--- config.mk ---
export PLATFORM = sky130hd
export DESIGN_NAME = d8rfd_queue
export DESIGN_NICKNAME = d
export VERILOG_FILES = /design/src/d8rfd_pkg.sv /design/src/d8rfd_queue.sv
export SDC_FILE = /design/constraint.sdc
export NUM_CORES = 1
export LEC_CHECK = 0
export BUFFER_PORTS_ARGS = -buffer_cell sky130_fd_sc_hd__buf_2
export CAP_MARGIN = 25
export CORE_MARGIN = 2
export CORE_UTILIZATION = 35
export DETAILED_ROUTE_END_ITERATION = 10
export HOLD_SLACK_MARGIN = 0.05
export SETUP_SLACK_MARGIN = 0.4
export SLEW_MARGIN = 20
export SYNTH_ARGS = -nofsm -noshare
export SYNTH_HDL_FRONTEND = slang
export SYNTH_SLANG_ARGS = --single-unit
--- constraint.sdc ---
create_clock -name aclk -period 3.2 [get_ports aclk]
set_input_delay 0.48 -clock aclk [delete_from_list [all_inputs] [get_ports aclk]]
set_output_delay 0.48 -clock aclk [all_outputs]
set_load 0.01 [all_outputs]
--- src/d8rfd_pkg.sv ---
package d8rfd_pkg;

    // default and range of the line store depth
    localparam int MAX_COLS_DEF = 4096;
    localparam int MIN_COLS     = 3;

    // field and register widths
    localparam int CODE_W      = 8;
    localparam int NUM_COLS_W  = 13;
    localparam int NUM_ROWS_W  = 16;
    localparam int CFG_DATA_W  = 16;
    localparam int CFG_IDX_W   = 1;

    // register reset values
    localparam logic [NUM_COLS_W-1:0] NUM_COLS_RST = 13'd4096;
    localparam logic [NUM_ROWS_W-1:0] NUM_ROWS_RST = 16'd3;

    // depth of the queue between front and back
    localparam int QUEUE_DEPTH = 4;

    // register indexes
    typedef enum logic [CFG_IDX_W-1:0] {
        REG_NUM_COLS = 1'b0,
        REG_NUM_ROWS = 1'b1
    } cfg_reg_t;

    // item kinds carried on s_tuser
    typedef enum logic {
        FUNC_CELL  = 1'b0,
        FUNC_DRAIN = 1'b1
    } func_t;

    // one classified item on its way from front to back
    typedef struct packed {
        logic              emit;
        logic              frame_end;
        logic [2:0]        row_ok;    // source row above, level, below lies in the interior
        logic [2:0]        col_ok;    // source column left, level, right lies in the interior
        logic [CODE_W-1:0] upper;
        logic [CODE_W-1:0] middle;
        logic [CODE_W-1:0] code;
    } entry_t;

    // D8 sources: window row and column of the source, its code, bit set in the centre
    localparam logic [1:0] SRC_WR [8] = '{2'd1, 2'd0, 2'd0, 2'd0, 2'd1, 2'd2, 2'd2, 2'd2};
    localparam logic [1:0] SRC_WC [8] = '{2'd0, 2'd0, 2'd1, 2'd2, 2'd2, 2'd2, 2'd1, 2'd0};
    localparam logic [CODE_W-1:0] SRC_CODE [8] =
        '{8'd1, 8'd2, 8'd4, 8'd8, 8'd16, 8'd32, 8'd64, 8'd128};
    localparam logic [CODE_W-1:0] SET_BIT [8] =
        '{8'd16, 8'd32, 8'd64, 8'd128, 8'd1, 8'd2, 8'd4, 8'd8};

endpackage

--- src/d8rfd_queue.sv ---
module d8rfd_queue (
    input  logic                                        aclk,
    input  logic                                        aresetn,
    input  logic                                        push,
    input  d8rfd_pkg::entry_t                           push_entry,
    input  logic                                        pop,
    output logic                                        q_valid,
    output d8rfd_pkg::entry_t                           q_entry,
    output logic [$clog2(d8rfd_pkg::QUEUE_DEPTH+1)-1:0] q_count
);

    localparam int DEPTH = d8rfd_pkg::QUEUE_DEPTH;
    localparam int PW    = $clog2(DEPTH);
    localparam int QCW   = $clog2(DEPTH + 1);

    d8rfd_pkg::entry_t slot_reg [DEPTH];
    logic [PW-1:0]     wr_ptr_reg, rd_ptr_reg;
    logic [QCW-1:0]    count_reg;

    assign q_valid = (count_reg != '0);
    assign q_entry = slot_reg[rd_ptr_reg];
    assign q_count = count_reg;

    // pointers and fill level; the front never pushes into a full queue
    always_ff @(posedge aclk) begin
        if (!aresetn) begin
            wr_ptr_reg <= '0;
            rd_ptr_reg <= '0;
            count_reg  <= '0;
        end else begin
            if (push) begin
                wr_ptr_reg <= (wr_ptr_reg == PW'(DEPTH - 1)) ? '0 : wr_ptr_reg + PW'(1);
            end
            if (pop) begin
                rd_ptr_reg <= (rd_ptr_reg == PW'(DEPTH - 1)) ? '0 : rd_ptr_reg + PW'(1);
            end
            if (push && !pop) begin
                count_reg <= count_reg + QCW'(1);
            end else if (pop && !push) begin
                count_reg <= count_reg - QCW'(1);
            end
        end
    end

    // storage
    always_ff @(posedge aclk) begin
        if (push) begin
            slot_reg[wr_ptr_reg] <= push_entry;
        end
    end

endmodule

==> metrics.md <==
| Metric | Value |
|---|---|
| Status | `finished, final reports clean` |
| Setup violators final | `0` |
| Most Crowded Layer GR | `met2` |
| Post-CTS Resized | `0` |
| Worst hold path startpoint | `push_entry[12]` |
| DRC | `0` |
| Flip-flop and latch area | `4030 um^2` |
| Total CTS buffers | `17` |
| Area grow syn2layout | `20.1%` |
| Vias in the first global route | `2,509` |
| Post-synthesis cell count | `210` |
| Clock slew at reported path FFs | `0.05 ns` |
| M2 GR Usage | `19.2%` |
| Max FFs per register | `128` |
| Mux cell area share after synthesis | `15.0%` |
| Internal power | `3.25 mW` |
| CP Capture Type | `primary output` |
| Synthesized area per cell | `24.3 um^2` |
| Clock root buffer | `clkbuf_16` |
| RR Endpoint | `slot_reg[0][8]` |
| Crit-path max FO | `32` |
| Routed vias/inst | `4.67` |
| WS Path Type | `reg2out` |
| Final clock skew | `0.00520 ns` |
| WP data arrival | `1.94 ns` |
| Post-cts hold buffer count | `0` |
| CTS Buffer Depth | `2` |
| Crit path required time | `2.72 ns` |
| HP Class | `in2reg` |
| Chip Width | `125 um` |
| Tcrit/Tclk final | `75.6%` |
| Clk network pwr share | `41.0%` |
| Drt pass-1 iters | `4` |
| Standard-cell rows | `44` |
| DRT iter0 DRCs | `152` |
| Die Height | `125 um` |
| Post-CTS setup buffer count | `0` |
| Synthesized-area fraction occupied by adder cells | `1.86%` |
| Vias | `2,280` |
| GR met3 Demand/Resource | `4.25%` |
| Worst-margin pin slew | `0.955 ns` |
| Clock Sinks | `137` |
| Syn nets | `253` |
| Worst relative slew slack | `36.3%` |
| Cell Pwr Density | `671 nW/um^2` |
| WHS Endpoint | `slot_reg[2][12]` |
| Synth top area cells | `edfxtp_1 (75%), mux4_2 (13%), dfxtp_1 (3.5%), ha_1 (1.5%), buf_12 (1.2%)` |
| Yosys top cell by area | `edfxtp_1` |
| Filler instances | `1,290` |
| Hold Path Depth | `1` |
| Xor/xnor cell area share of the yosys netlist | `0.343%` |
| Reg2reg start | `wr_ptr_reg[0]` |
| Area of the multi-input gates | `990 um^2` |
| FFs w/ async S/R, synth | `0%` |
| Final Hold Viols | `0` |
| Synth unique cells | `21` |
| Initial antenna violation count | `0` |
| Post-Route WL | `9130 um` |
| Setup TNS | `0 ns` |
| CTS tree | `done` |
| Ant diodes | `0` |
| Post-Syn Area | `5110 um^2` |
| Largest net degree at the start of global routing | `33` |
| Post-DR wirelength/cell | `18.7 um` |
| Gp weighted congestion | `0.663` |
| Leak | `2.11 nW` |
| Dpl hpwl | `5310 um` |
| Worst Setup Start Kind | `register` |
| Fmax achieved | `414 MHz` |
| M1 GR Usage | `15.6%` |
| Fin cells | `488` |
| Max incr delay on CP | `0.92 ns` |
| Post-DRT Antenna Nets | `0` |
| Max-Cap Viols | `0` |
| PortBufs | `71` |
| Switching Share | `21.0%` |
| Crit-path slowest cell | `dfxtp_2` |
| Max VDD drop | `0.000436 V` |
| Seq/Total Area, Yosys | `78.7%` |
| Simple-gate portion of the synthesized area | `1.64%` |
| Combinational Power Share | `8.1%` |
| Number of flops mapped to enable cells by yosys | `128` |
| Fraction of layout cells with a size suffix above 1 | `42.1%` |
| Reg2Reg Setup Slack | `1.46 ns` |
| Total gr overflow | `0` |
| Skew-Pair Late Insertion Delay | `0.42 ns` |
| RSZ-0062 raised after global routing | `no` |
| Gr usage total | `12.5%` |
| Synth warn | `0` |
| Initial core utilization | `35.4%` |
| Synth Flop Type | `edfxtp_1` |
| Largest family of logic cells by synthesized area | `multiplexers` |
| Core Footprint | `14,400 um^2` |
| Reg2reg path depth | `3` |
| FF+latch count, synth | `137` |
| Max-slew violations | `0` |
| H-tree depth | `4` |
| First-pass GRT wire length | `14,000 um` |
| Fin crit period | `2.42 ns` |
| Switching pwr | `0.862 mW` |
| Fin nets | `337` |
| Synth Area in Compound Gates | `0.392%` |
| Crit-path cells | `mux4_2 -> buf_2` |
| I/O pin count | `72` |
| Synth top area share | `75.2%` |
| Seq pwr share | `50.9%` |
| Die area | `15,600 um^2` |
| Cells after DPL | `459` |
cell type report:
type	count	share of cell area, %
tap	184	3.75
inverter	4	0.245
sequential	137	65.6
timing repair buffer	72	6.12
clock buffer	22	7.24
clock inverter	7	0.897
multi-input combinational	62	16.1
metrics by stage:
stage / worst slack (ns) / power, mW / utilization [%] / cell area [um^2] / hold WS (ns)
floorplan: 1.44 / 2.33 / - / 5110 / 0.512
global placement: 1.17 / 2.47 / 39.1 / 5640 / 0.487
detailed placement: 1.16 / 2.48 / 39.1 / 5640 / 0.509
CTS: 0.707 / 4.17 / 42.5 / 6140 / 0.258
global route: 0.666 / 4.27 / 42.5 / 6140 / 0.264
finish: 0.782 / 4.11 / 42.5 / 6140 / 0.279
synth_stat cells (all sizes together) (2+ instances only):
master,instances
edfxtp,128
mux4,32
dfxtp,9
buf,7
ha,6
and2,5
nor2b,5
inv,4
mux2i,4
or3,2
worst max path at each step:
stage                     startpoint     endpoint  cells past startpoint
final                       register   q_entry[4]                      2
after global routing        register  q_entry[15]                      3
after CTS                   register  q_entry[31]                      2
after detailed placement    register  q_entry[15]                      3
after global placement      register  q_entry[15]                      3
after floorplan                  pop   q_count[2]                      7
cell families after synthesis:
group / after synthesis
adders and majority gates: 7
muxes: 36
buffers and inverters: 11
and+or+nand+nor: 14
DFF: 137
AOI/OAI and AO/OA: 3
xor gates and xnor gates: 2
routing by layer:
layer	routed length, um	vias up	part of all wire [%]
met1	3890	1165	43
met3	442	19	4.8
met2	4570	60	50
met4	227	0	2.5
li1	-	1036	-
met5	0	-	0
power groups by stage:
stage / combinational [mW] / clock (mW) / sequential (mW)
after detailed placement: 0.344 / 0 / 2.13
final: 0.333 / 1.69 / 2.09
after CTS: 0.345 / 1.73 / 2.10
after global routing: 0.366 / 1.80 / 2.10
after floorplan: 0.219 / 0 / 2.11
after global placement: 0.340 / 0 / 2.13
cells in the final DEF (no fill, tap or decap), types with 4 or more instances in the layout:
cell	Yosys	routed
clkbuf_1	0	5
mux4_2	30	30
nor2b_1	5	5
ha_1	6	6
and2_2	0	4
clkinv_1	0	4
inv_1	4	4
dfxtp_1	9	7
mux2i_1	4	4
buf_2	3	71
clkbuf_16	0	17
edfxtp_1	128	128
worst max-delay path, delay by kind of cell (launching register included):
family | cells | cell delay, ns
flip-flops | 1 | 0.92
multiplexers | 1 | 0.44
buffers and inverters | 1 | 0.16
Note: power is estimated with default switching activity, not from simulation.
