===== config.mk =====
export PLATFORM = sky130hd
export DESIGN_NAME = d8rfd_back
export DESIGN_NICKNAME = d
export VERILOG_FILES = /design/src/d8rfd_pkg.sv /design/src/d8rfd_back.sv
export SDC_FILE = /design/constraint.sdc
export NUM_CORES = 1
export LEC_CHECK = 0
export ABC_AREA = 1
export BUFFER_PORTS_ARGS = -buffer_cell sky130_fd_sc_hd__buf_4
export CAP_MARGIN = 0
export CORE_MARGIN = 2
export CORE_UTILIZATION = 47
export CTS_CLUSTER_DIAMETER = 50
export DETAILED_ROUTE_END_ITERATION = 12
export GPL_TIMING_DRIVEN = 0
export MAX_ROUTING_LAYER = met4
export PLACE_DENSITY = 0.74
export SYNTH_ARGS = -nofsm -noshare
export SYNTH_HDL_FRONTEND = slang
export SYNTH_SLANG_ARGS = --single-unit

===== constraint.sdc =====
create_clock -name aclk -period 3.5 [get_ports aclk]
set_input_delay 0.7 -clock aclk [delete_from_list [all_inputs] [get_ports aclk]]
set_output_delay 0.7 -clock aclk [all_outputs]
set_load 0.005 [all_outputs]

===== src/d8rfd_pkg.sv =====
package d8rfd_pkg;

    // default and range of the line store depth
    localparam int MAX_COLS_DEF = 4096;
    localparam int MIN_COLS     = 3;

    // field and register widths
    localparam int CODE_W      = 8;
    localparam int NUM_COLS_W  = 13;
    localparam int NUM_ROWS_W  = 16;
    localparam int CFG_DATA_W  = 16;
    localparam int CFG_IDX_W   = 1;

    // register reset values
    localparam logic [NUM_COLS_W-1:0] NUM_COLS_RST = 13'd4096;
    localparam logic [NUM_ROWS_W-1:0] NUM_ROWS_RST = 16'd3;

    // depth of the queue between front and back
    localparam int QUEUE_DEPTH = 4;

    // register indexes
    typedef enum logic [CFG_IDX_W-1:0] {
        REG_NUM_COLS = 1'b0,
        REG_NUM_ROWS = 1'b1
    } cfg_reg_t;

    // item kinds carried on s_tuser
    typedef enum logic {
        FUNC_CELL  = 1'b0,
        FUNC_DRAIN = 1'b1
    } func_t;

    // one classified item on its way from front to back
    typedef struct packed {
        logic              emit;
        logic              frame_end;
        logic [2:0]        row_ok;    // source row above, level, below lies in the interior
        logic [2:0]        col_ok;    // source column left, level, right lies in the interior
        logic [CODE_W-1:0] upper;
        logic [CODE_W-1:0] middle;
        logic [CODE_W-1:0] code;
    } entry_t;

    // D8 sources: window row and column of the source, its code, bit set in the centre
    localparam logic [1:0] SRC_WR [8] = '{2'd1, 2'd0, 2'd0, 2'd0, 2'd1, 2'd2, 2'd2, 2'd2};
    localparam logic [1:0] SRC_WC [8] = '{2'd0, 2'd0, 2'd1, 2'd2, 2'd2, 2'd2, 2'd1, 2'd0};
    localparam logic [CODE_W-1:0] SRC_CODE [8] =
        '{8'd1, 8'd2, 8'd4, 8'd8, 8'd16, 8'd32, 8'd64, 8'd128};
    localparam logic [CODE_W-1:0] SET_BIT [8] =
        '{8'd16, 8'd32, 8'd64, 8'd128, 8'd1, 8'd2, 8'd4, 8'd8};

endpackage


===== src/d8rfd_back.sv =====
module d8rfd_back (
    input  logic                         aclk,
    input  logic                         aresetn,
    input  logic                         q_valid,
    input  d8rfd_pkg::entry_t            q_entry,
    output logic                         pop,
    output logic                         m_tvalid,
    input  logic                         m_tready,
    output logic [d8rfd_pkg::CODE_W-1:0] m_tdata,
    output logic                         m_tlast
);

    logic [d8rfd_pkg::CODE_W-1:0] last1_reg [3];   // column loaded one item ago
    logic [d8rfd_pkg::CODE_W-1:0] last2_reg [3];   // column loaded two items ago
    logic [d8rfd_pkg::CODE_W-1:0] win [3][3];
    logic [d8rfd_pkg::CODE_W-1:0] mask;
    logic                         m_tvalid_reg;
    logic [d8rfd_pkg::CODE_W-1:0] m_tdata_reg;
    logic                         m_tlast_reg;

    assign pop      = q_valid && (!m_tvalid_reg || m_tready);
    assign m_tvalid = m_tvalid_reg;
    assign m_tdata  = m_tdata_reg;
    assign m_tlast  = m_tlast_reg;

    // window after the shift, new column on the right
    always_comb begin
        for (int i = 0; i < 3; i++) begin
            win[i][0] = last2_reg[i];
            win[i][1] = last1_reg[i];
        end
        win[0][2] = q_entry.upper;
        win[1][2] = q_entry.middle;
        win[2][2] = q_entry.code;
    end

    // each source that points at the centre sets its opposite bit
    always_comb begin
        mask = '0;
        for (int i = 0; i < 8; i++) begin
            if (q_entry.row_ok[d8rfd_pkg::SRC_WR[i]] && q_entry.col_ok[d8rfd_pkg::SRC_WC[i]] &&
                (win[d8rfd_pkg::SRC_WR[i]][d8rfd_pkg::SRC_WC[i]] == d8rfd_pkg::SRC_CODE[i])) begin
                mask = mask | d8rfd_pkg::SET_BIT[i];
            end
        end
    end

    // window shift on every item taken from the queue
    always_ff @(posedge aclk) begin
        if (pop) begin
            for (int i = 0; i < 3; i++) begin
                last2_reg[i] <= last1_reg[i];
            end
            last1_reg[0] <= q_entry.upper;
            last1_reg[1] <= q_entry.middle;
            last1_reg[2] <= q_entry.code;
        end
    end

    // output register
    always_ff @(posedge aclk) begin
        if (!aresetn) begin
            m_tvalid_reg <= 1'b0;
        end else if (pop && q_entry.emit) begin
            m_tvalid_reg <= 1'b1;
        end else if (m_tready) begin
            m_tvalid_reg <= 1'b0;
        end
    end

    always_ff @(posedge aclk) begin
        if (pop && q_entry.emit) begin
            m_tdata_reg <= mask;
            m_tlast_reg <= q_entry.frame_end;
        end
    end

endmodule


==> results.md, run 1 <==
* Hold buffers post-CTS at 0
* PnR Total Power at 1.48 mW
* CP Capture Type: output pin
* Pleak at 1.09 nW
* Layout Utilization at 0.628
* Syn. warnings at 0
* Number of cells upsized or downsized after cts at 0
* Library cells used by synthesis at 11
* Core area at 4290 um^2
* Antenna-violating nets left at 0
* Nets at 232
* Crit path from: m_tready
* Power Density at 549 nW/um^2
* Total track usage at 0.166
* Outcome: complete, no violations
* Share of the synthesized area in the top cell type at 0.827
* Hold Path Class: flop to flop
* First-pass GRT wire length at 5730 um
* Hold Path Origin: last1_reg[0][15]
* Final TNS setup at 0 ns
* Clk Latency, worst-skew pair at 0.32 ns
* Synthesized instance count at 138
* FMAX at 399 MHz
* Placed cell count at 237
* Drt drc at 0
* Total iterations of the first detailed-routing run at 4
* Relative slew slack at 0.418
* Placer Congestion at 0.758
* Vias in the first global route at 1251
* Top post-synthesis cells by area: edfxtp_1 83%, nor2_1 6.3%, inv_1 2.7%, nand3_1 2.2%, nand2_1 2.2%
* Mapped Area at 2070 um^2
* Seq/Total Area, Yosys at 0.836
* Final Non-Filler Cells at 253
* Initial Util at 0.482
* Die Y at 70.4 um
* Crit path largest cell delay at 0.44 ns
* R2r setup slk at 1.99 ns
* Worst r2r src: m_tvalid
* RSZ-0062 raised after global routing: no
* Worst Tran Pin Value at 0.868 ns
* # Max-Cap Violations at 0
* Routed wire length at 3540 um
* # rows at 24
* Critical Path Slowest Stage Cell: nor2_4
* Final hold slack at 0.420 ns
* CTS root buffer: clkbuf_8
* IO Pins at 47
* Final Cycle Share at 0.717
* Vias at 1195
* Share of layout cells above drive strength 1 at 0.323
* GR Overflow Total at 0
* Critical path class: primary input to output pin
* Most common cell after layout, fill and taps aside: edfxtp_1
* Fin. Hold Viols at 0
* Placed wire-length estimate at 2480 um
* Clk slew on worst S/H paths at 0.06 ns
* Port Buffers at 46
* Synthesis-to-layout area growth at 30.3%
* Cell Chain, Critical Path: buf_4 -> inv_1 -> nand2_1 -> inv_1 -> nor2_4 -> buf_12 -> buf_4
* Synthesized area per cell at 15.0 um^2
* Largest net degree at the start of global routing at 33
* WL/cell at 14.0 um
* Final critical-path required period at 2.51 ns
* CTS tree: done
* TritonCTS Sinks at 58
* Critical Path RT at 2.80 ns
* Worst vdd ir at 0.320 mV
* Clock buffer count from CTS at 9
* Die width at 70.4 um
* Synth area leader: edfxtp_1
* CP max FO at 32
* Max-slew violations at 0
* Vias/cell at 4.72
* Final Skew at 0.00670 ns
* Syn_nets at 174
* CP startpoint kind: primary input
* DR iter-0 viols at 87
* Final setup fails at 0
* Setup bufs post-CTS at 0
* Initial antenna violation count at 0
* Die area at 4950 um^2
* CP arrival at 1.81 ns
* Post-synthesis register bit count at 58
* Max Root-Sink Buffers at 2
* H-Tree Depth at 3
* Antenna diode count at 0
* Commonest non-fill, non-tap cells in the layout: 57 x edfxtp_1, 46 x buf_4, 34 x nor2_1
==> metrics by stage <==
stage / setup slack, ns / area (um^2)
6_report: 0.991 / 2700
3_5_place_dp: 0.967 / 2510
2_1_floorplan: 0.679 / 2070
4_1_cts: 0.967 / 2700
3_3_place_gp: 0.0171 / 2480
5_1_grt: 0.882 / 2700
==> cells in the mapped netlist (all sizes together) <==
cell type  instances
inv               16
dfxtp              1
nor3               1
nand2             12
o21ai              1
edfxtp            57
nor2              37
nand3              9
nand3b             4
==> where the power goes <==
part	leakage (nW)	total [mW]	switching, mW	internal (mW)
clock network	0.0974	0.577	0.230	0.346
logic	0.433	0.0843	0.0418	0.0425
registers	0.563	0.821	0.0124	0.808
total	1.09	1.48	0.285	1.20
==> final timing paths <==
path / cells past startpoint / to
max: 7 / pop
min: 0 / last2_reg[0][15]
max reg2reg: 3 / m_tlast
min reg2reg: 0 / last2_reg[0][15]
==> worst max-delay path, delay by kind of cell <==
kind | cells | cell delay [ns]
buffers and inverters | 5 | 0.61
and+or+nand+nor | 2 | 0.50
==> final cells by class <==
cell class	count	area (um^2)
Inverter	16	60.1
Clock buffer	13	149
Multi-Input combinational cell	64	287
Clock inverter	3	40.0
Tap cell	52	65.1
Fill cell	320	1600
Timing Repair Buffer	47	365
Sequential cell	58	1730
==> per-layer routing <==
layer / vias up / global-route usage / share of wire
met5: - / - / 0
li1: 594 / - / -
met4: 0 / 0.115 / 0.014
met2: 39 / 0.270 / 0.53
met3: 4 / 0.0375 / 0.062
met1: 558 / 0.178 / 0.39
==> kinds of logic after synthesis <==
family / synth area share
compound gates: 0.00241
flops: 0.836
simple gates: 0.132
buf+inv: 0.0290
Power figures use the tool's default switching activity.
==> inputs of run 2 (changes only) <==
clock period = 2.3 ns   (was 3.5 ns; I/O delays follow)
==> results.md, run 2 (synthesis results as in run 1) <==
* Share of layout cells above drive strength 1 at 0.328
* Die width at 70.4 um
* Final Skew at 0.00868 ns
* Synthesis-to-layout area growth at 28.9%
* Initial antenna violation count at 0
* Worst Path Buf+Inv at 2
* Clock buffer count from CTS at 9
* RSZ-0062 raised after global routing: no
* Worst vdd ir at 0.504 mV
* Vias/cell at 4.70
* # Max-Cap Violations at 0
* Clk slew on worst S/H paths at 0.07 ns
* CTS tree: done
* Placed wire-length estimate at 2250 um
* Max-slew violations at 0
* Outcome: complete, no violations
* Hold Path Origin: q_entry[17]
* CP max FO at 25
* Critical Path RT at 1.84 ns
* Port Buffers at 46
* Core area at 4290 um^2
* WL/cell at 13.2 um
* TritonCTS Sinks at 58
* Pleak at 1.08 nW
* Final Cell Area at 2670 um^2
* Vias at 1190
* DR iter-0 viols at 99
* Largest delay share family, worst path: simple AND/OR/NAND/NOR gates
* CP startpoint kind: flop
* Total track usage at 0.156
* First-pass GRT wire length at 5360 um
* Largest net degree at the start of global routing at 26
* Relative slew slack at 0.213
* Power Density at 811 nW/um^2
* Die Y at 70.4 um
* Worst Tran Pin Value at 1.18 ns
* Die area at 4950 um^2
* Hold buffers post-CTS at 0
* Number of cells upsized or downsized after cts at 0
* CP arrival at 1.64 ns
* Placed cell count at 236
* Hold Path Class: primary input to flop
* Final critical-path required period at 2.10 ns
* Layout Utilization at 0.622
* Most common cell after layout, fill and taps aside: edfxtp_1
* Final TNS setup at 0 ns
* Antenna-violating nets left at 0
* Final Non-Filler Cells at 253
* Critical path class: flop to output pin
* Placer Congestion at 0.689
* Worst r2r src: m_tvalid
* Dpl cell area at 2490 um^2
* Drt drc at 0
* Antenna diode count at 0
* Nets at 232
* IO Pins at 47
* Vias in the first global route at 1172
* Setup bufs post-CTS at 0
* CP Capture Type: output pin
* Critical Path Slowest Stage Cell: nor2_4
* Final setup fails at 0
* Initial Util at 0.482
* Commonest non-fill, non-tap cells in the layout: 57 x edfxtp_1, 46 x buf_4, 34 x nor2_1
* FMAX at 477 MHz
* CTS root buffer: clkbuf_8
* Max Root-Sink Buffers at 2
* Cell Chain, Critical Path: nand2_1 -> inv_1 -> nor2_4 -> buf_4
* # rows at 24
* Total iterations of the first detailed-routing run at 4
* H-Tree Depth at 3
* Fin. Hold Viols at 0
* GR Overflow Total at 0
* Crit path from: m_tvalid
* Crit path largest cell delay at 0.59 ns
* Final Cycle Share at 0.912
* Clk Latency, worst-skew pair at 0.32 ns
* Routed wire length at 3350 um
## run 2: through the flow
| step | worst slack [ns] | power [mW] | hold WS (ns) |
|---|---|---|---|
| 2_1_floorplan | 0.476 | 1.31 | 0.400 |
| 3_3_place_gp | -0.00975 | 1.38 | 0.400 |
| 3_5_place_dp | -0.150 | 1.40 | 0.408 |
| 4_1_cts | 0.159 | 2.19 | 0.307 |
| 5_1_grt | 0.0590 | 2.25 | 0.306 |
| 6_report | 0.202 | 2.17 | 0.323 |
## run 2: worst register-to-register path, delay by kind of cell (launching register included)
kind | cells | cell delay, ns
buf+inv | 1 | 0.11
flops | 1 | 0.31
simple gates | 2 | 1.02
## run 2: worst paths after layout
| path | to | slack [ns] | cells after the start |
|---|---|---|---|
| max | pop | 0.20 | 4 |
| min | last1_reg[0][1] | 0.32 | 1 |
| max reg2reg | last1_reg[0][2] | 0.48 | 3 |
| min reg2reg | last2_reg[0][15] | 0.42 | 0 |
## run 2: cell type report
cell class              count  area (um^2)
inverters                  16         60.1
multi-input cells          65          293
repair buffers             46          345
fillers                   324         1630
well taps                  52         65.1
clock inverters             3         15.0
clock buffers              13          159
flip-flops and latches     58         1730
## run 2: layer usage
metal	vias to the layer above	global-route usage	wire length, um	share of wire
met2	37	0.238	1680	0.50
li1	595	-	-	-
met1	554	0.179	1430	0.43
met3	4	0.0505	176	0.053
met4	0	0.0962	54	0.016
met5	-	-	0	0
## run 2: power by group
group / total, mW / internal [mW] / switching, mW
combinational: 0.124 / 0.0606 / 0.0638
clock: 0.792 / 0.445 / 0.348
sequential: 1.25 / 1.23 / 0.0179
total: 2.17 / 1.74 / 0.430
==> inputs of run 3 (changes only) <==
REMOVE_ABC_BUFFERS = 1   (was default)
==> results.md, run 3 (synthesis results as in run 1) <==
* Final Skew at 0.00551 ns
* Pleak at 1.09 nW
* Drt drc at 0
* Setup WS post-layout at 0.244 ns
* Vias in the first global route at 1266
* Die area at 4950 um^2
* CTS root buffer: clkbuf_8
* Clock buffer count from CTS at 9
* Total track usage at 0.169
* Synthesis-to-layout area growth at 30.5%
* Critical Path RT at 1.84 ns
* Final setup fails at 0
* Largest net degree at the start of global routing at 26
* Sw power at 0.449 mW
* # Max-Cap Violations at 0
* Routed wire length at 3550 um
* Comb pwr share at 0.059
* CP arrival at 1.60 ns
* Fin. Hold Viols at 0
* Most common cell after layout, fill and taps aside: edfxtp_1
* Final Cycle Share at 0.894
* Setup bufs post-CTS at 0
* Antenna diode count at 0
* Clk slew on worst S/H paths at 0.06 ns
* Vias/cell at 4.70
* # rows at 24
* TritonCTS Sinks at 58
* CP Capture Type: output pin
* Placed wire-length estimate at 2460 um
* Register share of total power at 0.557
* Pint at 1.79 mW
* Fillers at 339
* IO Pins at 47
* Total iterations of the first detailed-routing run at 4
* Clock network power share at 0.385
* Initial Util at 0.482
* Number of cells upsized or downsized after cts at 0
* Initial antenna violation count at 0
* Hold buffers post-CTS at 0
* Nets at 233
* RSZ-0062 raised after global routing: no
* GR Overflow Total at 0
* Die width at 70.4 um
* Worst vdd ir at 0.359 mV
* Antenna-violating nets left at 0
* Final Non-Filler Cells at 254
* Crit path largest cell delay at 0.40 ns
* CTS tree: done
* Outcome: complete, no violations
* Sw Share at 0.200
* FMAX at 486 MHz
* Commonest non-fill, non-tap cells in the layout: 57 x edfxtp_1, 46 x buf_4, 34 x nor2_1
* Placer Congestion at 0.750
* Final critical-path required period at 2.06 ns
* Critical Path Slowest Stage Cell: nor2_4
* Share of layout cells above drive strength 1 at 0.322
* WL/cell at 14.0 um
* Worst Tran Pin Value at 0.878 ns
* Critical path class: flop to output pin
* Core area at 4290 um^2
* Relative slew slack at 0.412
* DR iter-0 viols at 120
* Largest delay share family, worst path: simple AND/OR/NAND/NOR gates
* Worst Path Buf+Inv at 3
* CP startpoint kind: flop
* Max-slew violations at 0
* Post-Place Worst Slack at 0.139 ns
* First-pass GRT wire length at 5840 um
* Cell Chain, Critical Path: nand2_1 -> inv_1 -> nor2_4 -> buf_16 -> buf_4
* CP max FO at 25
* Max Root-Sink Buffers at 2
* Clk Latency, worst-skew pair at 0.32 ns
* Port Buffers at 46
* Die Y at 70.4 um
* Hold Path Class: primary input to flop
* Vias at 1195
* Placed cell count at 237
* H-Tree Depth at 3
* Power Density at 831 nW/um^2
-- run 3: changes by cell type in the layout (fill, tap and decap cells not counted), sizes merged --
cell / change
buf: +1
bufinv: +1
clkinv: -1
-- run 3: routing by layer --
metal	GRT usage	vias up	routed length, um
met1	0.200	554	1530
met2	0.256	42	1760
li1	-	594	-
met5	-	-	0
met3	0.0765	5	221
met4	0.0641	0	42
-- run 3: final timing paths --
path	start	cells past startpoint	slack, ns	endpoint
setup reg to reg	m_tvalid	3	0.74	m_tdata[3]
setup / recovery	m_tvalid	5	0.24	pop
hold reg to reg	last1_reg[0][9]	0	0.42	last2_reg[0][9]
hold / removal	q_entry[30]	1	0.31	m_tlast
-- run 3: per-stage QoR --
| step | power (mW) | utilization | hold slack [ns] | area (um^2) | TNS (ns) |
|---|---|---|---|---|---|
| global placement | 1.39 | 0.578 | 0.400 | 2480 | -70.17 |
| floorplan | 1.31 | - | 0.400 | 2070 | -41.28 |
| detailed placement | 1.40 | 0.586 | 0.407 | 2520 | 0 |
| finish | 2.24 | 0.629 | 0.313 | 2700 | 0 |
| global route | 2.34 | 0.629 | 0.289 | 2700 | 0 |
| CTS | 2.27 | 0.628 | 0.294 | 2700 | 0 |
-- run 3: cell type report --
cell class	instances	area, um^2	area share
Clock inverter	3	40.0	0.0148
Clock buffer	13	139	0.0514
Sequential cell	58	1730	0.641
Timing Repair Buffer	47	373	0.138
Multi-Input combinational cell	65	293	0.108
Tap cell	52	65.1	0.0241
Inverter	16	60.1	0.0222
-- run 3: power groups by stage --
stage / Sequential (mW) / Combinational [mW] / Clock (mW)
5_1_grt: 1.25 / 0.147 / 0.936
6_report: 1.25 / 0.131 / 0.863
4_1_cts: 1.25 / 0.132 / 0.885
3_3_place_gp: 1.27 / 0.117 / 0
3_5_place_dp: 1.27 / 0.131 / 0
2_1_floorplan: 1.27 / 0.0437 / 0
